<file path="src/sv/ils_pkg.sv">
// Shared codes and the command and status types between controller and datapath of the indexed list stack.
`default_nettype none

package ils_pkg;

  localparam int OP_BITS     = 3;
  localparam int STATUS_BITS = 2;

  localparam logic [OP_BITS-1:0] OP_PUSH   = 3'd0;
  localparam logic [OP_BITS-1:0] OP_POP    = 3'd1;
  localparam logic [OP_BITS-1:0] OP_INSERT = 3'd2;
  localparam logic [OP_BITS-1:0] OP_REMOVE = 3'd3;
  localparam logic [OP_BITS-1:0] OP_SET    = 3'd4;
  localparam logic [OP_BITS-1:0] OP_GET    = 3'd5;

  localparam logic [STATUS_BITS-1:0] STATUS_OK    = 2'd0;
  localparam logic [STATUS_BITS-1:0] STATUS_RANGE = 2'd1;
  localparam logic [STATUS_BITS-1:0] STATUS_FULL  = 2'd2;

  // Read address selects.
  localparam logic [1:0] RA_TOP    = 2'd0;
  localparam logic [1:0] RA_POS    = 2'd1;
  localparam logic [1:0] RA_IDX_DN = 2'd2;
  localparam logic [1:0] RA_IDX_UP = 2'd3;

  // Write address selects.
  localparam logic [1:0] WA_COUNT = 2'd0;
  localparam logic [1:0] WA_POS   = 2'd1;
  localparam logic [1:0] WA_IDX   = 2'd2;

  // Index register operations.
  localparam logic [2:0] IDX_HOLD  = 3'd0;
  localparam logic [2:0] IDX_COUNT = 3'd1;
  localparam logic [2:0] IDX_POS   = 3'd2;
  localparam logic [2:0] IDX_DEC   = 3'd3;
  localparam logic [2:0] IDX_INC   = 3'd4;

  // Fill count operations.
  localparam logic [1:0] CNT_HOLD = 2'd0;
  localparam logic [1:0] CNT_INC  = 2'd1;
  localparam logic [1:0] CNT_DEC  = 2'd2;

  typedef struct packed {
    logic                   req_load;
    logic                   pos_clamp;
    logic                   rd_en;
    logic [1:0]             rd_sel;
    logic                   wr_en;
    logic [1:0]             wr_sel;
    logic                   wr_from_read;
    logic [2:0]             idx_op;
    logic [1:0]             cnt_op;
    logic                   out_load;
    logic                   word_sel;
    logic [STATUS_BITS-1:0] status;
  } ils_cmd_t;

  typedef struct packed {
    logic [OP_BITS-1:0] op;
    logic               full;
    logic               empty;
    logic               pos_oob;
    logic               idx_at_pos;
    logic               idx_last;
  } ils_sts_t;

endpackage

`default_nettype wire

</file>
<file path="src/sv/indexed_list_stack.sv">
// Top level of the indexed list stack: controller and datapath joined by command and status.
`default_nettype none

// An ordered list of up to DEPTH words that also works as a stack, held in a single-port
// memory. Each request is a push, pop, insert, remove, set or get and gives one result
// with the word read, the count after the request and a status. Requests are taken one
// at a time. Each request passes through decode and finish; insert and remove also step
// through a read and a write state per moved entry (count - clamped position entries for
// insert, count - position - 1 for remove), as each moved entry costs one read and one
// write of the memory port. Finish waits while an untaken result is held. A new request
// is taken in idle, even while the previous result still waits in the output register.
// Memory entries need no clearing after reset.
module indexed_list_stack #(
  parameter int DEPTH     = 64,
  parameter int WORD_BITS = 32,
  localparam int AW = $clog2(DEPTH),
  localparam int CW = $clog2(DEPTH + 1)
) (
  input  wire logic                                   clk,
  input  wire logic                                   rst_n,
  input  wire logic                                   in_valid,
  output logic                                        in_ready,
  input  wire logic        [ils_pkg::OP_BITS-1:0]     in_op,
  input  wire logic        [AW-1:0]                   in_position,
  input  wire logic signed [WORD_BITS-1:0]            in_word_in,
  output logic                                        out_valid,
  input  wire logic                                   out_ready,
  output logic signed      [WORD_BITS-1:0]            out_word_out,
  output logic             [CW-1:0]                   out_count,
  output logic             [ils_pkg::STATUS_BITS-1:0] out_status
);

  ils_pkg::ils_cmd_t cmd;
  ils_pkg::ils_sts_t sts;

  ils_ctrl u_ctrl (
    .clk       (clk),
    .rst_n     (rst_n),
    .in_valid  (in_valid),
    .in_ready  (in_ready),
    .out_valid (out_valid),
    .out_ready (out_ready),
    .sts       (sts),
    .cmd       (cmd)
  );

  ils_datapath #(
    .DEPTH     (DEPTH),
    .WORD_BITS (WORD_BITS)
  ) u_datapath (
    .clk          (clk),
    .rst_n        (rst_n),
    .in_op        (in_op),
    .in_position  (in_position),
    .in_word_in   (in_word_in),
    .out_word_out (out_word_out),
    .out_count    (out_count),
    .out_status   (out_status),
    .cmd          (cmd),
    .sts          (sts)
  );

endmodule

`default_nettype wire

</file>
<file path="src/sv/ils_ctrl.sv">
// Controller state machine that sequences each request of the indexed list stack.
`default_nettype none

module ils_ctrl (
  input  wire logic           clk,
  input  wire logic           rst_n,
  input  wire logic           in_valid,
  output logic                in_ready,
  output logic                out_valid,
  input  wire logic           out_ready,
  input  wire ils_pkg::ils_sts_t sts,
  output ils_pkg::ils_cmd_t   cmd
);

  localparam logic [2:0] ST_IDLE   = 3'd0;
  localparam logic [2:0] ST_DECODE = 3'd1;
  localparam logic [2:0] ST_INS_RD = 3'd2;
  localparam logic [2:0] ST_INS_WR = 3'd3;
  localparam logic [2:0] ST_REM_RD = 3'd4;
  localparam logic [2:0] ST_REM_WR = 3'd5;
  localparam logic [2:0] ST_FINISH = 3'd6;

  logic [2:0]                      state_r, state_nxt;
  logic                            out_valid_r, out_valid_nxt;
  logic [ils_pkg::STATUS_BITS-1:0] status_r, status_nxt;
  logic                            rd_ok_r, rd_ok_nxt;

  assign in_ready  = (state_r == ST_IDLE);
  assign out_valid = out_valid_r;

  always_comb begin
    cmd           = '0;
    cmd.idx_op    = ils_pkg::IDX_HOLD;
    cmd.cnt_op    = ils_pkg::CNT_HOLD;
    cmd.status    = status_r;
    cmd.word_sel  = rd_ok_r;
    state_nxt     = state_r;
    status_nxt    = status_r;
    rd_ok_nxt     = rd_ok_r;
    unique case (state_r)
      ST_IDLE: begin
        if (in_valid) begin
          cmd.req_load = 1'b1;
          state_nxt    = ST_DECODE;
        end
      end
      ST_DECODE: begin
        status_nxt = ils_pkg::STATUS_OK;
        rd_ok_nxt  = 1'b0;
        state_nxt  = ST_FINISH;
        unique case (sts.op)
          ils_pkg::OP_PUSH: begin
            if (sts.full) begin
              status_nxt = ils_pkg::STATUS_FULL;
            end else begin
              cmd.wr_en  = 1'b1;
              cmd.wr_sel = ils_pkg::WA_COUNT;
              cmd.cnt_op = ils_pkg::CNT_INC;
            end
          end
          ils_pkg::OP_POP: begin
            if (sts.empty) begin
              status_nxt = ils_pkg::STATUS_RANGE;
            end else begin
              cmd.rd_en  = 1'b1;
              cmd.rd_sel = ils_pkg::RA_TOP;
              cmd.cnt_op = ils_pkg::CNT_DEC;
              rd_ok_nxt  = 1'b1;
            end
          end
          ils_pkg::OP_INSERT: begin
            if (sts.full) begin
              status_nxt = ils_pkg::STATUS_FULL;
            end else begin
              cmd.pos_clamp = 1'b1;
              cmd.idx_op    = ils_pkg::IDX_COUNT;
              state_nxt     = ST_INS_RD;
            end
          end
          ils_pkg::OP_REMOVE: begin
            if (sts.pos_oob) begin
              status_nxt = ils_pkg::STATUS_RANGE;
            end else begin
              cmd.idx_op = ils_pkg::IDX_POS;
              state_nxt  = ST_REM_RD;
            end
          end
          ils_pkg::OP_SET: begin
            if (sts.pos_oob) begin
              status_nxt = ils_pkg::STATUS_RANGE;
            end else begin
              cmd.wr_en  = 1'b1;
              cmd.wr_sel = ils_pkg::WA_POS;
            end
          end
          ils_pkg::OP_GET: begin
            if (sts.pos_oob) begin
              status_nxt = ils_pkg::STATUS_RANGE;
            end else begin
              cmd.rd_en  = 1'b1;
              cmd.rd_sel = ils_pkg::RA_POS;
              rd_ok_nxt  = 1'b1;
            end
          end
          default: begin
            status_nxt = ils_pkg::STATUS_OK;
          end
        endcase
      end
      ST_INS_RD: begin
        if (sts.idx_at_pos) begin
          cmd.wr_en  = 1'b1;
          cmd.wr_sel = ils_pkg::WA_POS;
          cmd.cnt_op = ils_pkg::CNT_INC;
          state_nxt  = ST_FINISH;
        end else begin
          cmd.rd_en  = 1'b1;
          cmd.rd_sel = ils_pkg::RA_IDX_DN;
          state_nxt  = ST_INS_WR;
        end
      end
      ST_INS_WR: begin
        cmd.wr_en        = 1'b1;
        cmd.wr_sel       = ils_pkg::WA_IDX;
        cmd.wr_from_read = 1'b1;
        cmd.idx_op       = ils_pkg::IDX_DEC;
        state_nxt        = ST_INS_RD;
      end
      ST_REM_RD: begin
        if (sts.idx_last) begin
          cmd.cnt_op = ils_pkg::CNT_DEC;
          state_nxt  = ST_FINISH;
        end else begin
          cmd.rd_en  = 1'b1;
          cmd.rd_sel = ils_pkg::RA_IDX_UP;
          state_nxt  = ST_REM_WR;
        end
      end
      ST_REM_WR: begin
        cmd.wr_en        = 1'b1;
        cmd.wr_sel       = ils_pkg::WA_IDX;
        cmd.wr_from_read = 1'b1;
        cmd.idx_op       = ils_pkg::IDX_INC;
        state_nxt        = ST_REM_RD;
      end
      ST_FINISH: begin
        if (!out_valid_r || out_ready) begin
          cmd.out_load = 1'b1;
          state_nxt    = ST_IDLE;
        end
      end
      default: begin
        state_nxt = ST_IDLE;
      end
    endcase
  end

  always_comb begin
    out_valid_nxt = out_valid_r && !out_ready;
    if (cmd.out_load) begin
      out_valid_nxt = 1'b1;
    end
  end

  always_ff @(posedge clk) begin
    if (!rst_n) begin
      state_r     <= ST_IDLE;
      out_valid_r <= 1'b0;
    end else begin
      state_r     <= state_nxt;
      out_valid_r <= out_valid_nxt;
    end
  end

  always_ff @(posedge clk) begin
    status_r <= status_nxt;
    rd_ok_r  <= rd_ok_nxt;
  end

endmodule

`default_nettype wire

</file>
<file path="src/sv/ils_datapath.sv">
// Datapath of the indexed list stack: entry memory, fill count, index and result registers.
`default_nettype none

module ils_datapath #(
  parameter int DEPTH     = 64,
  parameter int WORD_BITS = 32,
  localparam int AW = $clog2(DEPTH),
  localparam int CW = $clog2(DEPTH + 1)
) (
  input  wire logic                            clk,
  input  wire logic                            rst_n,
  input  wire logic [ils_pkg::OP_BITS-1:0]     in_op,
  input  wire logic [AW-1:0]                   in_position,
  input  wire logic [WORD_BITS-1:0]            in_word_in,
  output logic      [WORD_BITS-1:0]            out_word_out,
  output logic      [CW-1:0]                   out_count,
  output logic      [ils_pkg::STATUS_BITS-1:0] out_status,
  input  wire ils_pkg::ils_cmd_t               cmd,
  output ils_pkg::ils_sts_t                    sts
);

  logic [WORD_BITS-1:0]            mem_r [DEPTH];
  logic [WORD_BITS-1:0]            rd_data_r;
  logic [ils_pkg::OP_BITS-1:0]     op_r;
  logic [AW-1:0]                   pos_r;
  logic [WORD_BITS-1:0]            word_r;
  logic [AW-1:0]                   idx_r, idx_nxt;
  logic [CW-1:0]                   count_r, count_nxt;
  logic [WORD_BITS-1:0]            word_out_r;
  logic [CW-1:0]                   count_out_r;
  logic [ils_pkg::STATUS_BITS-1:0] status_out_r;
  logic [AW-1:0]                   rd_addr;
  logic [AW-1:0]                   wr_addr;
  logic [WORD_BITS-1:0]            wr_data;

  assign sts.op         = op_r;
  assign sts.full       = (count_r == CW'(DEPTH));
  assign sts.empty      = (count_r == '0);
  assign sts.pos_oob    = (CW'(pos_r) >= count_r);
  assign sts.idx_at_pos = (idx_r == pos_r);
  assign sts.idx_last   = ((CW'(idx_r) + CW'(1)) >= count_r);

  always_comb begin
    unique case (cmd.rd_sel)
      ils_pkg::RA_TOP:    rd_addr = AW'(count_r - CW'(1));
      ils_pkg::RA_POS:    rd_addr = pos_r;
      ils_pkg::RA_IDX_DN: rd_addr = idx_r - AW'(1);
      default:            rd_addr = idx_r + AW'(1);
    endcase
  end

  always_comb begin
    unique case (cmd.wr_sel)
      ils_pkg::WA_COUNT: wr_addr = AW'(count_r);
      ils_pkg::WA_POS:   wr_addr = pos_r;
      default:           wr_addr = idx_r;
    endcase
  end

  assign wr_data = cmd.wr_from_read ? rd_data_r : word_r;

  always_ff @(posedge clk) begin
    if (cmd.wr_en) begin
      mem_r[wr_addr] <= wr_data;
    end
  end

  always_ff @(posedge clk) begin
    if (cmd.rd_en) begin
      rd_data_r <= mem_r[rd_addr];
    end
  end

  always_comb begin
    unique case (cmd.idx_op)
      ils_pkg::IDX_COUNT: idx_nxt = AW'(count_r);
      ils_pkg::IDX_POS:   idx_nxt = pos_r;
      ils_pkg::IDX_DEC:   idx_nxt = idx_r - AW'(1);
      ils_pkg::IDX_INC:   idx_nxt = idx_r + AW'(1);
      default:            idx_nxt = idx_r;
    endcase
  end

  always_comb begin
    unique case (cmd.cnt_op)
      ils_pkg::CNT_INC: count_nxt = count_r + CW'(1);
      ils_pkg::CNT_DEC: count_nxt = count_r - CW'(1);
      default:          count_nxt = count_r;
    endcase
  end

  always_ff @(posedge clk) begin
    if (!rst_n) begin
      count_r <= '0;
    end else begin
      count_r <= count_nxt;
    end
  end

  always_ff @(posedge clk) begin
    idx_r <= idx_nxt;
    if (cmd.req_load) begin
      op_r   <= in_op;
      pos_r  <= in_position;
      word_r <= in_word_in;
    end else if (cmd.pos_clamp && (CW'(pos_r) > count_r)) begin
      pos_r <= AW'(count_r);
    end
    if (cmd.out_load) begin
      word_out_r   <= cmd.word_sel ? rd_data_r : '0;
      count_out_r  <= count_r;
      status_out_r <= cmd.status;
    end
  end

  assign out_word_out = word_out_r;
  assign out_count    = count_out_r;
  assign out_status   = status_out_r;

endmodule

`default_nettype wire

</file>
<file path="config.mk">
export PLATFORM = sky130hd
export DESIGN_NAME = indexed_list_stack
export DESIGN_NICKNAME = d
export VERILOG_FILES = /design/src/sv/ils_pkg.sv /design/src/sv/indexed_list_stack.sv /design/src/sv/ils_ctrl.sv /design/src/sv/ils_datapath.sv
export SDC_FILE = /design/constraint.sdc
export NUM_CORES = 2
export LEC_CHECK = 0
export BUFFER_PORTS_ARGS = -buffer_cell sky130_fd_sc_hd__buf_2
export CAP_MARGIN = 5
export CORE_MARGIN = 2
export CORE_UTILIZATION = 60
export CTS_CLUSTER_DIAMETER = 100
export DETAILED_ROUTE_END_ITERATION = 8
export PLACE_DENSITY_LB_ADDON = 0.25
export SKIP_LAST_GASP = 1
export SYNTH_ARGS = -nofsm -noshare
export SYNTH_HDL_FRONTEND = slang
export SYNTH_HIERARCHICAL = 1
export SYNTH_SLANG_ARGS = --single-unit
</file>
<file path="constraint.sdc">
create_clock -name clk -period 7 [get_ports clk]
set_input_delay 0 -clock clk [delete_from_list [all_inputs] [get_ports clk]]
set_output_delay 0 -clock clk [all_outputs]
set_load 0.01 [all_outputs]
</file>
==> key figures <==
Critical path
  – Data arrival, critical path: 7360 ps
  – CP max stage cell: o221ai_1
  – Critical path, cell by cell: inv_1 -> ha_1 -> ha_1 -> a21o_1 -> a21o_1 -> a21o_1 -> a21oi_1 -> nor2b_1 -> o21ai_0 -> nand2b_1 -> or3b_2 -> a21oi_2 -> mux2i_1 -> mux2i_4 -> or2_4 -> nor2_4 -> nand3_1 -> buf_4 -> o221ai_1 -> nor4bb_1
  – CP required: around 7500 ps
  – Reg-to-reg endpoint: u_datapath/rd_data_r[16]
  – R2R cell count: 20
  – Worst-path fanout max: 31
  – Setup CP Type: reg -> reg
  – CP startpoint kind: flip-flop
  – R2R Path Start: u_datapath/idx_r[1]
  – Setup crit end kind: flip-flop
  – Reg2reg setup slack: ~180 ps
  – CP max stage delay: 1020 ps
  – Most used cell, CP: a21o_1

Floorplan
  – Io pins: 88
  – Core footprint: roughly 0.14 mm²
  – Die height: 384 µm
  – Die Width: approximately 380 µm
  – Die area: roughly 0.15 mm²
  – Row cnt: between 100 and 150
  – Initial Util: about three fifths

Power
  – Leak pwr: ~0.032 µW
  – Pwr dens: 504 mW/mm²
  – Maximum vdd drop: 0.865 mV

Hold path
  – Min-delay src: rst_n
  – Hold path cells: 3
  – Hold Path Sink: u_ctrl/state_r[1]
  – Hold WC Path Type: in -> reg

Synthesis
  – Post-synth top area cell: edfxtp_1
  – Post-synth EDFFs: between 2000 and 2500
  – Async S/R FF share, synth: 0%
  – Top post-synthesis cells by area: edfxtp_1 (75%), nand2_1 (5.1%), nand3_1 (2.0%)
  – Cell area after synthesis: a little under 0.09 mm²
  – Synth warnings: 6
  – Yosys cell types: between 70 and 80
  – Post-synthesis net count: slightly above 6000
  – Synthesized instance count: a little over 6000
  – Synth Register Bits: approximately 2200
  – Seq/Total Area, Yosys: approximately three quarters
  – Post-synth top flop: edfxtp_1
  – Share of the synthesized area in the top cell type: about 75%
  – Mean Syn Cell Area: between 10 and 15 µm²

Global routing
  – Number of global-route vias before repair: 53400
  – GRT Residual Overflow: 0
  – Overall routing resource usage: about 35%
  – First-pass GRT wire length: between 300000 and 400000 µm
  – Largest net degree at the start of global routing: approximately 150
  – Antenna violations before repair: 28

Clocking
  – Clk_lat worst skew: around 840 ps
  – CTS root buffer: clkbuf_16
  – Max Root-Sink Buffers: 3
  – CTS tree: built
  – CTS Buf Count: between 200 and 250
  – # clock sinks: 2182
  – Clock-pin transition on the worst setup and hold timing paths: 60 ps
  – H-tree depth: 4

Cells and area
  – Final #Nets: ~6400
  – Final Cell Area: slightly below 0.1 mm²
  – Most common cell after layout, fill and taps aside: edfxtp_1
  – Layout cell share with drive strength beyond 1: roughly 12%
  – Syn-to-layout area delta: 13.6%
  – Most frequent cells in the layout: edfxtp_1 (2171), nand2_1 (1179), nand3_1 (344)

Placement
  – Routability cong.: a little under 1
  – Hpwl dp: between 150000 and 200000 µm
  – Placed Area: roughly 0.09 mm²
  – IO buf count: 87

Detailed routing
  – Wirelength, routed: between 200000 and 300000 µm
  – 1st-iter DRT viols: ~9500
  – Post-route DRC: 0
  – Pre-Repair DR Iteration Count: 6
  – Wire per inst: between 30 and 40 µm
  – Vias: ~57000
  – Vias/cell: between 6 and 7
  – Final ANT Viol Nets: 0

Job
  – MaxCap Viol Count: 0

STA
  – Worst-Margin Slew: ~1500 ps
  – Final setup viols: 0
  – Final Hold Fails: 0
  – Hold Slack: between 60 and 70 ps
  – RSZ-0062 raised after global routing: no
  – Relative slew margins: under 10%
  – Post-route minimum period: between 6000 and 7000 ps
  – Clk_skew: 40.8 ps
  – Max-slew violation count: 0
  – Fmax: approximately 0.15 GHz
  – Final period util: ~97%

Status
  – Status: complete, no violations
registers in the layout, summed over array words and instances, names as in the netlist:
name,count
u_datapath/out_status,2
u_ctrl/state_r,3
u_datapath/pos_r,6
u_datapath/count_r,7
u_ctrl/rd_ok_r,1
u_datapath/word_r,32
u_datapath/out_count,7
u_datapath/idx_r,6
u_datapath/out_word_out,32
u_ctrl/status_r,2
u_datapath/rd_data_r,32
u_datapath/op_r,3
u_ctrl/out_valid,1
u_datapath/mem_r,2048
worst max-delay path by stage:
stage,startpoint,end,slack (ps)
2_1_floorplan,u_ctrl/state_r[0],u_datapath/pos_r[0],1500
3_3_place_gp,u_datapath/idx_r[1],u_datapath/rd_data_r[23],-70
3_5_place_dp,u_datapath/idx_r[1],u_datapath/rd_data_r[25],60
4_1_cts,u_datapath/idx_r[1],u_datapath/rd_data_r[25],30
5_1_grt,u_datapath/idx_r[1],u_datapath/rd_data_r[16],10
6_report,u_datapath/idx_r[1],u_datapath/rd_data_r[16],180
report_power, final:
| part | switching [µW] | total (µW) | internal (µW) | leakage [µW] |
|---|---|---|---|---|
| registers | 499 | 16800 | 16300 | 0.0196 |
| logic | 15800 | 21900 | 6130 | 0.00920 |
| clock network | 4820 | 10900 | 6050 | 0.00322 |
repair_timing:
action	4_1_cts	5_1_grt
endpoints found under the setup margin	0	25
gates resized for setup	0	8
endpoints found under the hold margin	58	0
hold buffers	98	0
buffers inserted	0	3
cell type report:
type	count	area [µm²]
clock inverters	128	945
inverters	17	63.8
multi-input cells	3501	19900
well taps	1903	2380
clock buffers	262	5590
repair buffers	468	4010
flip-flops and latches	2182	65400
diodes	16	40.0
fillers	9341	45100
worst max-delay path, delay by kind of cell (launching register included):
family	cells	cell delay (ps)
simple gates	7	2180
compound gates	7	2130
mux	2	570
fa+ha+maj	2	660
flops	1	490
buf+inv	2	440
cell usage after synthesis, drive strengths merged, types with 6 or more instances:
cell type  count
a21oi        223
nand3        345
mux2          34
a211oi        45
or3            8
o21a           8
nor2         226
clkbuf       257
nand4         12
a311oi        68
o211ai        62
o221ai        92
inv           17
edfxtp      2171
nor2b         12
a211o         63
nor3         108
o31ai         35
and3         130
o31a          33
and2          41
xor2           6
dfxtp         11
a31oi        153
a32oi         62
nand2       1185
o21ai        245
ha            19
mux2i         80
buf          174
xnor2         15
nand3b         9
nor4bb        23
or4           34
nand2b        11
o22ai         65
and4bb         9
metrics by stage:
stage / std cells / TNS, ps / setup slack, ps / utilization (%) / power (µW)
after CTS: 8457 / 0 / 29.0 / 68.5 / 48700
after detailed placement: 7969 / 0 / 62.3 / 63.2 / 37900
final: 8477 / 0 / 179 / 68.5 / 49600
after floorplan: 6130 / 0 / 1500 / - / 29100
after global placement: 7968 / -66.7 / -66.7 / 63.2 / 37600
after global routing: 8462 / 0 / 12.9 / 68.5 / 51000
metal layers:
| metal | track usage, % | wire length, µm | vias up |
|---|---|---|---|
| li1 | - | - | 24000 |
| met1 | 50.6 | 95300 | 28100 |
| met2 | 50.5 | 114000 | 4180 |
| met3 | 11.2 | 40900 | 612 |
| met4 | 15.5 | 12200 | 18 |
| met5 | 0 | 130 | - |
kinds of logic (layout without fill, tap and decap cells):
| group | Yosys count | after routing | synth area share, % |
|---|---|---|---|
| and+or+nand+nor | 2169 | 2170 | 11.3 |
| muxes | 117 | 117 | 1.46 |
| other | 0 | 16 | 0 |
| DFF | 2182 | 2182 | 75.6 |
| AOI/OAI and AO/OA | 1174 | 1174 | 9.02 |
| adders and majority gates | 19 | 19 | 0.275 |
| buffers and inverters | 448 | 875 | 2.22 |
| xor gates and xnor gates | 21 | 21 | 0.212 |
No activity file was read; power rests on OpenSTA's default activity.
